`src/rtl/form_url_percent_decoder_top_assert.svh`:
```
// Assertion macros used by the decoder top
`ifndef FORM_URL_PERCENT_DECODER_TOP_ASSERT_SVH
`define FORM_URL_PERCENT_DECODER_TOP_ASSERT_SVH

// Same-cycle implication, checked out of reset
`define FUPD_ASSERT_SAME(lbl, ante, cons, msg) \
  lbl: assert property (@(posedge clk_i) disable iff (!rst_ni) (ante) |-> (cons)) \
    else $error(msg);

// Next-cycle implication, checked out of reset
`define FUPD_ASSERT_NEXT(lbl, ante, cons, msg) \
  lbl: assert property (@(posedge clk_i) disable iff (!rst_ni) (ante) |=> (cons)) \
    else $error(msg);

`endif

```
`src/rtl/fupd_pkg.sv`:
```
package fupd_pkg;

  // Characters the decoder reacts to
  localparam logic [7:0] ChPlus    = 8'h2B;
  localparam logic [7:0] ChPercent = 8'h25;
  localparam logic [7:0] ChSpace   = 8'h20;

  // Most decoded bytes one raw byte can release
  localparam int unsigned MaxOut = 3;

  // Escape tracking phase
  typedef enum logic [1:0] {
    PH_IDLE  = 2'd0,
    PH_PCT   = 2'd1,
    PH_DIGIT = 2'd2
  } phase_e;

  // Group of decoded bytes released by one raw byte
  typedef struct packed {
    logic [MaxOut-1:0][7:0] bytes;
    logic [1:0]             cnt;
    logic                   last;
  } pkt_t;

  // Hex digit check
  function automatic logic is_hex(input logic [7:0] c);
    return (c >= 8'h30 && c <= 8'h39) || (c >= 8'h41 && c <= 8'h46) ||
           (c >= 8'h61 && c <= 8'h66);
  endfunction

  // Nibble value of a hex digit (zero for anything else)
  function automatic logic [3:0] hex_nibble(input logic [7:0] c);
    logic [7:0] v;
    v = 8'h00;
    if (c >= 8'h30 && c <= 8'h39) begin
      v = c - 8'h30;
    end else if (c >= 8'h41 && c <= 8'h46) begin
      v = c - 8'h37;
    end else if (c >= 8'h61 && c <= 8'h66) begin
      v = c - 8'h57;
    end
    return v[3:0];
  endfunction

endpackage

```
`src/rtl/fupd_front.sv`:
```
module fupd_front (
  input  logic              clk_i,
  input  logic              rst_ni,
  input  logic              accept_i,
  input  logic [7:0]        byte_i,
  input  logic              last_i,
  output logic              push_o,
  output fupd_pkg::pkt_t    pkt_o,
  output logic              pend_o
);

  fupd_pkg::phase_e phase_q, phase_d, phase_mid;
  logic [7:0]       held_q, held_d;
  logic             hex;
  logic [7:0]       mapped;

  assign hex    = fupd_pkg::is_hex(byte_i);
  assign mapped = (byte_i == fupd_pkg::ChPlus) ? fupd_pkg::ChSpace : byte_i;
  assign pend_o = (phase_q != fupd_pkg::PH_IDLE);

  // Next phase and held digit
  always_comb begin
    phase_mid = (byte_i == fupd_pkg::ChPercent) ? fupd_pkg::PH_PCT : fupd_pkg::PH_IDLE;
    held_d    = 8'h00;
    unique case (phase_q)
      fupd_pkg::PH_PCT: begin
        if (hex) begin
          phase_mid = fupd_pkg::PH_DIGIT;
          held_d    = byte_i;
        end
      end
      fupd_pkg::PH_DIGIT: begin
        if (hex) begin
          phase_mid = fupd_pkg::PH_IDLE;
        end
      end
      default: begin
      end
    endcase
    phase_d = last_i ? fupd_pkg::PH_IDLE : phase_mid;
    if (last_i) begin
      held_d = 8'h00;
    end
  end

  // Released bytes for this raw byte
  always_comb begin
    logic [1:0] n;
    logic       idle;
    n     = 2'd0;
    idle  = 1'b0;
    pkt_o = '0;
    unique case (phase_q)
      fupd_pkg::PH_PCT: begin
        if (!hex) begin
          pkt_o.bytes[n] = fupd_pkg::ChPercent;
          n              = n + 2'd1;
          idle           = 1'b1;
        end
      end
      fupd_pkg::PH_DIGIT: begin
        if (hex) begin
          pkt_o.bytes[n] = {fupd_pkg::hex_nibble(held_q), fupd_pkg::hex_nibble(byte_i)};
          n              = n + 2'd1;
        end else begin
          pkt_o.bytes[n] = fupd_pkg::ChPercent;
          n              = n + 2'd1;
          pkt_o.bytes[n] = held_q;
          n              = n + 2'd1;
          idle           = 1'b1;
        end
      end
      default: begin
        idle = 1'b1;
      end
    endcase
    // Plain or plus byte from the idle phase
    if (idle && byte_i != fupd_pkg::ChPercent) begin
      pkt_o.bytes[n] = mapped;
      n              = n + 2'd1;
    end
    // Flush an incomplete sequence at end of string
    if (last_i) begin
      if (phase_mid == fupd_pkg::PH_PCT) begin
        pkt_o.bytes[n] = fupd_pkg::ChPercent;
        n              = n + 2'd1;
      end else if (phase_mid == fupd_pkg::PH_DIGIT) begin
        pkt_o.bytes[n] = fupd_pkg::ChPercent;
        n              = n + 2'd1;
        pkt_o.bytes[n] = byte_i;
        n              = n + 2'd1;
      end
    end
    pkt_o.cnt  = n;
    pkt_o.last = last_i;
  end

  assign push_o = accept_i && (pkt_o.cnt != 2'd0);

  // Advance escape state on each accepted byte
  always_ff @(posedge clk_i or negedge rst_ni) begin
    if (!rst_ni) begin
      phase_q <= fupd_pkg::PH_IDLE;
      held_q  <= 8'h00;
    end else if (accept_i) begin
      phase_q <= phase_d;
      held_q  <= held_d;
    end
  end

endmodule

```
`src/rtl/fupd_queue.sv`:
```
module fupd_queue #(
  parameter int unsigned Depth = 2
) (
  input  logic           clk_i,
  input  logic           rst_ni,
  input  logic           push_i,
  input  fupd_pkg::pkt_t pkt_i,
  input  logic           pop_i,
  output fupd_pkg::pkt_t pkt_o,
  output logic           empty_o,
  output logic           full_o
);

  localparam int unsigned PtrW = (Depth > 1) ? $clog2(Depth) : 1;
  localparam int unsigned CntW = $clog2(Depth + 1);
  localparam logic [PtrW-1:0] PtrLast = PtrW'(Depth - 1);
  localparam logic [CntW-1:0] CntFull = CntW'(Depth);

  fupd_pkg::pkt_t  mem_q [Depth];
  logic [PtrW-1:0] wr_q, rd_q;
  logic [CntW-1:0] cnt_q;

  assign empty_o = (cnt_q == '0);
  assign full_o  = (cnt_q == CntFull);
  assign pkt_o   = mem_q[rd_q];

  // Store request
  always_ff @(posedge clk_i) begin
    if (push_i) begin
      mem_q[wr_q] <= pkt_i;
    end
  end

  // Advance pointers and fill count
  always_ff @(posedge clk_i or negedge rst_ni) begin
    if (!rst_ni) begin
      wr_q  <= '0;
      rd_q  <= '0;
      cnt_q <= '0;
    end else begin
      if (push_i) begin
        wr_q <= (wr_q == PtrLast) ? '0 : wr_q + PtrW'(1);
      end
      if (pop_i) begin
        rd_q <= (rd_q == PtrLast) ? '0 : rd_q + PtrW'(1);
      end
      if (push_i && !pop_i) begin
        cnt_q <= cnt_q + CntW'(1);
      end else if (pop_i && !push_i) begin
        cnt_q <= cnt_q - CntW'(1);
      end
    end
  end

endmodule

```
`src/rtl/fupd_back.sv`:
```
module fupd_back (
  input  logic           clk_i,
  input  logic           rst_ni,
  input  fupd_pkg::pkt_t pkt_i,
  input  logic           empty_i,
  output logic           pop_o,
  output logic           out_valid_o,
  input  logic           out_ready_i,
  output logic [7:0]     out_byte_o,
  output logic           out_last_o
);

  logic [1:0] idx_q, idx_d;
  logic       valid_q, valid_d;
  logic [7:0] byte_q;
  logic       last_q;
  logic       load, final_byte;

  assign load       = !empty_i && (!valid_q || out_ready_i);
  assign final_byte = (idx_q == pkt_i.cnt - 2'd1);
  assign pop_o      = load && final_byte;

  // Step through the bytes of the head request
  always_comb begin
    idx_d   = idx_q;
    valid_d = valid_q;
    if (load) begin
      valid_d = 1'b1;
      idx_d   = final_byte ? 2'd0 : idx_q + 2'd1;
    end else if (out_ready_i) begin
      valid_d = 1'b0;
    end
  end

  always_ff @(posedge clk_i or negedge rst_ni) begin
    if (!rst_ni) begin
      idx_q   <= 2'd0;
      valid_q <= 1'b0;
    end else begin
      idx_q   <= idx_d;
      valid_q <= valid_d;
    end
  end

  // Load output register
  always_ff @(posedge clk_i) begin
    if (load) begin
      byte_q <= pkt_i.bytes[idx_q];
      last_q <= pkt_i.last && final_byte;
    end
  end

  assign out_valid_o = valid_q;
  assign out_byte_o  = byte_q;
  assign out_last_o  = last_q;

endmodule

```
`src/rtl/form_url_percent_decoder_top.sv`:
```
// Channel  Handshake                Payload
// in       in_valid_i / in_ready_o  in_byte_i, in_last_i
// out      out_valid_o / out_ready_i out_byte_o, out_last_o
//
// One raw byte is taken per cycle while the request queue has room.
// Each raw byte releases zero to three decoded bytes; the output stage sends
// one decoded byte per cycle while a request is queued and the receiver is ready.
// The path from input to output runs through the queue write and the output register.
// Reset clears the escape phase, the queue and the output valid.
// Either side may stall; the queue of QueueDepth requests decouples them.
module form_url_percent_decoder_top #(
  parameter int unsigned QueueDepth = 2
) (
  input  logic       clk_i,
  input  logic       rst_ni,
  input  logic       in_valid_i,
  output logic       in_ready_o,
  input  logic [7:0] in_byte_i,
  input  logic       in_last_i,
  output logic       out_valid_o,
  input  logic       out_ready_i,
  output logic [7:0] out_byte_o,
  output logic       out_last_o
);

  `include "form_url_percent_decoder_top_assert.svh"

  fupd_pkg::pkt_t push_pkt, head_pkt;
  logic           accept, push, pop, q_empty, q_full, pend;

  assign in_ready_o = !q_full;
  assign accept     = in_valid_i && in_ready_o;

  fupd_front u_front (
    .clk_i    (clk_i),
    .rst_ni   (rst_ni),
    .accept_i (accept),
    .byte_i   (in_byte_i),
    .last_i   (in_last_i),
    .push_o   (push),
    .pkt_o    (push_pkt),
    .pend_o   (pend)
  );

  fupd_queue #(
    .Depth (QueueDepth)
  ) u_queue (
    .clk_i   (clk_i),
    .rst_ni  (rst_ni),
    .push_i  (push),
    .pkt_i   (push_pkt),
    .pop_i   (pop),
    .pkt_o   (head_pkt),
    .empty_o (q_empty),
    .full_o  (q_full)
  );

  fupd_back u_back (
    .clk_i       (clk_i),
    .rst_ni      (rst_ni),
    .pkt_i       (head_pkt),
    .empty_i     (q_empty),
    .pop_o       (pop),
    .out_valid_o (out_valid_o),
    .out_ready_i (out_ready_i),
    .out_byte_o  (out_byte_o),
    .out_last_o  (out_last_o)
  );

  // Queue bookkeeping and end-of-string flush
  `FUPD_ASSERT_SAME(a_no_overflow, push, !q_full, "push into full queue")
  `FUPD_ASSERT_SAME(a_no_underflow, pop, !q_empty, "pop from empty queue")
  `FUPD_ASSERT_SAME(a_last_emits, accept && in_last_i, push, "string end released no byte")
  `FUPD_ASSERT_NEXT(a_last_flushes, accept && in_last_i, !pend, "escape pending after end")

endmodule
```
`config.mk`:
```
export PLATFORM = sky130hd
export DESIGN_NAME = form_url_percent_decoder_top
export DESIGN_NICKNAME = d
export VERILOG_FILES = /design/src/rtl/fupd_pkg.sv /design/src/rtl/fupd_front.sv /design/src/rtl/fupd_queue.sv /design/src/rtl/fupd_back.sv /design/src/rtl/form_url_percent_decoder_top.sv
export VERILOG_INCLUDE_DIRS = /design/src /design/src/rtl
export SDC_FILE = /design/constraint.sdc
export NUM_CORES = 1
export LEC_CHECK = 0
export BUFFER_PORTS_ARGS = -buffer_cell sky130_fd_sc_hd__buf_2
export CORE_AREA = 4 4 90 92
export DETAILED_ROUTE_END_ITERATION = 10
export DIE_AREA = 0 0 94 96
export HOLD_SLACK_MARGIN = 0.02
export PLACE_DENSITY = 0.78
export SKIP_CTS_REPAIR_TIMING = 1
export SLEW_MARGIN = 20
export SYNTH_ARGS = -nofsm -noshare
export SYNTH_HDL_FRONTEND = slang
export SYNTH_SLANG_ARGS = --single-unit
export TNS_END_PERCENT = 100
```
`constraint.sdc`:
```
create_clock -name clk_i -period 5.8 [get_ports clk_i]
set_clock_uncertainty 0.15 [all_clocks]
set_input_delay 0.29 -clock clk_i [delete_from_list [all_inputs] [get_ports clk_i]]
set_output_delay 0.29 -clock clk_i [all_outputs]
set_load 0.01 [all_outputs]
```
==> flow_summary.ini <==
[floorplanning]
core_area_um2 = 7210
num_rows = 31
fp.dieH_um = 96
die_area_um2 = 9020
ioPinCount = 24
start_util = 0.601
fp.dieW_um = 94

[clock_tree]
htreeDepth = 3
clock_latency_ns = 0.35
cts_root_buf = clkbuf_8
cts_buffer_depth = 2
cts_sinks = 80
cts_tree = done
cts_made_buffers = 9
path_clk_slew_ns = 0.08

[worst_setup_path]
cp_slowest_stage_delay_ns = 0.52
reg2reg_to = u_queue.cnt_q[1]
cp_common_cell = ha_1
arrival_ns = 4.88
r2r_cells = 20
critPathSlowestCell = or4bb_1
end_kind = register
crit_path_max_fanout = 10
setup.worst_path.end = u_queue.cnt_q[1]
crit_path_cell_trace = buf_2, inv_1, ha_1, o21bai_1, a21o_1, o21ai_1, nor2_1, inv_1, ha_1, nor2_2, a32oi_1, ha_1, or4bb_1, nor2_1, a2bb2oi_1, a2bb2oi_2, a21oi_2, o21bai_4, inv_1, ha_1, xor2_1, nor2_1, xor2_1
worstSetupPathType = primary input to register
crit_start = in_byte_i[0]
worst_ep_required_time_ns = 5.92
cp-start-kind = primary input
r2r_slack_ns = 1.10
r2r_start = u_front.phase_q[0]

[place]
place_area_um2 = 4520
place_congestion = 0.995
portBuffers = 23
dp_hpwl_um = 7310
place_inst = 471

[synth]
synth_top_cell_by_area = edfxtp_1
synth_flop_cell = edfxtp_1
synth_cell_type_count = 73
synth_top_area_frac = 0.436
synthTopCellsByCount = edfxtp_1 (63), inv_1 (32), nand2_1 (27), dfrtp_1 (17), nor2_1 (17)
syn_nets = 390
postSynth.asyncResetShare = 0.213
synth_area_leaders = edfxtp_1 (44%), dfrtp_1 (9.8%), mux4_2 (4.2%), ha_1 (4.0%), mux2i_1 (3.0%)
yosysWarnings = 0
synth_area_um2 = 4340
ys_seq_area_frac = 0.534
syn_area_per_cell_um2 = 11.9
synth-seq-cells = 80
synth-edff-count = 63
yosys.cell_count.top_type = edfxtp_1
synth_cells = 363

[drt]
drc = 0
vias = 3066
viasPerCell = 6.28
ant_nets = 0
drt_first_pass_iters = 5
wl_per_cell_um = 20.1
wl_um = 9800
drtIter0Drc = 257

[status]
status = complete, no violations

[grt]
grt_pass1_vias = 3031
grt_overflow = 0
grt_max_degree = 27
antenna_found_initial = 0
grt_pass1_wl_um = 15500
grtUsageTotal = 0.232

[sta]
fmax_mhz = 210
slew_viol_final = 0
setup_viol = 0
tns_ns = 0
period_share = 0.822
period_needed_ns = 4.77
slew_headroom = 0.393
rsz0062_at_grt = no
worstMarginPinSlew_ns = 0.904
hold_violations = 0

[power_and_ir_drop]
powerDensity_nw_per_um2 = 368
ir_drop_uv = 170
p_leak_uw = 0.00182

[finish]
diodes = 0
fin_area_um2 = 4720
drive_gt1_frac = 0.185
area_delta_synth_final_pct = 8.95
nFillCells = 576
nets = 411
final_cell_count_no_fill = 488

[worst_hold_path]
hold_path.class = primary input to register

[flow_run]
cap_violations = 0
## stage by stage
stage | total power [µW] | setup slack [ns] | hold slack (ns) | utilization
3_3_place_gp | 1330 | 0.967 | 0.0884 | 0.626
6_report | 1740 | 1.03 | 0.0633 | 0.655
5_1_grt | 1840 | 0.666 | 0.0623 | 0.655
2_1_floorplan | 1220 | 0.656 | -0.156 | -
4_1_cts | 1760 | 1.08 | -0.286 | 0.653
3_5_place_dp | 1370 | 0.728 | 0.0999 | 0.626
## layout by cell type (no fill, tap or decap), drive strengths merged, types with 3 or more instances in the layout
cell	synthesis	final
nand2b	4	4
nor3	5	5
dfrtp	17	17
xor2	3	3
mux2i	13	13
and2	4	4
a22o	10	10
inv	32	33
edfxtp	63	63
a31oi	6	6
a21oi	17	17
clkinv	1	6
ha	14	14
o211ai	4	4
nor2	19	19
a21boi	3	3
o21ai	17	17
xnor2	5	5
o21bai	4	4
clkbuf	9	9
o22ai	13	13
nand2	27	27
mux4	8	8
and3	4	4
nand3	9	9
buf	7	25
a2bb2oi	3	3
a21o	4	4
o31ai	3	3
## where the power goes
part / leakage (µW) / total (µW) / internal (µW) / switching, µW
Sequential: 0.000822 / 898 / 791 / 107
Combinational: 0.000895 / 444 / 209 / 236
Clock: 0.000100 / 397 / 199 / 197
Total: 0.00182 / 1740 / 1200 / 541
## flip-flops by register name (all words and copies together) (netlist names)
signal	count
u_queue.rd_q	1
u_front.held_q	8
u_back.out_valid_o	1
u_queue.cnt_q	2
u_back.idx_q	2
u_back.out_last_o	1
u_back.out_byte_o	8
u_queue.mem_q	54
u_queue.wr_q	1
u_front.phase_q	2
## layout make-up
type / count / area [µm²] / area share
sequential: 80 / 2320 / 0.491
multi-input combinational: 234 / 1820 / 0.386
timing repair buffer: 26 / 140 / 0.0297
clock buffer: 9 / 124 / 0.0262
inverter: 33 / 124 / 0.0262
tap: 99 / 124 / 0.0262
clock inverter: 7 / 71.3 / 0.0151
## layer usage
metal,vias to the layer above,routed length [µm],track usage,part of all wire
li1,1415,-,-,-
met1,1485,3980,0.287,0.41
met2,131,4870,0.389,0.50
met3,35,605,0.0493,0.062
met4,0,350,0.112,0.036
met5,-,0,0,0
## cells by family after synthesis
kind of cell / after synthesis / synth area share
AOI/OAI and AO/OA: 103 / 0.175
xor gates and xnor gates: 8 / 0.0179
adders and majority gates: 14 / 0.0404
buffers and inverters: 49 / 0.0468
DFF: 80 / 0.534
muxes: 22 / 0.0742
and+or+nand+nor: 87 / 0.111
## critical path: cells and delay by family
kind,cells,cell delay [ns]
buf+inv,4,0.52
fa+ha+maj,4,1.10
xor+xnor,2,0.34
compound gates,8,1.46
simple gates,5,1.20
## worst min-delay path by stage
stage | end | slack [ns] | cells past startpoint | from
after floorplan | u_back.idx_q[0] | -0.16 | 0 | rst_ni
final | u_back.out_valid_o | 0.06 | 3 | out_ready_i
after global routing | u_back.out_valid_o | 0.06 | 3 | out_ready_i
after detailed placement | u_front.phase_q[1] | 0.1 | 1 | rst_ni
after CTS | u_front.phase_q[1] | -0.29 | 1 | rst_ni
after global placement | u_front.phase_q[0] | 0.09 | 1 | rst_ni
Note: power is estimated with default switching activity, not from simulation.
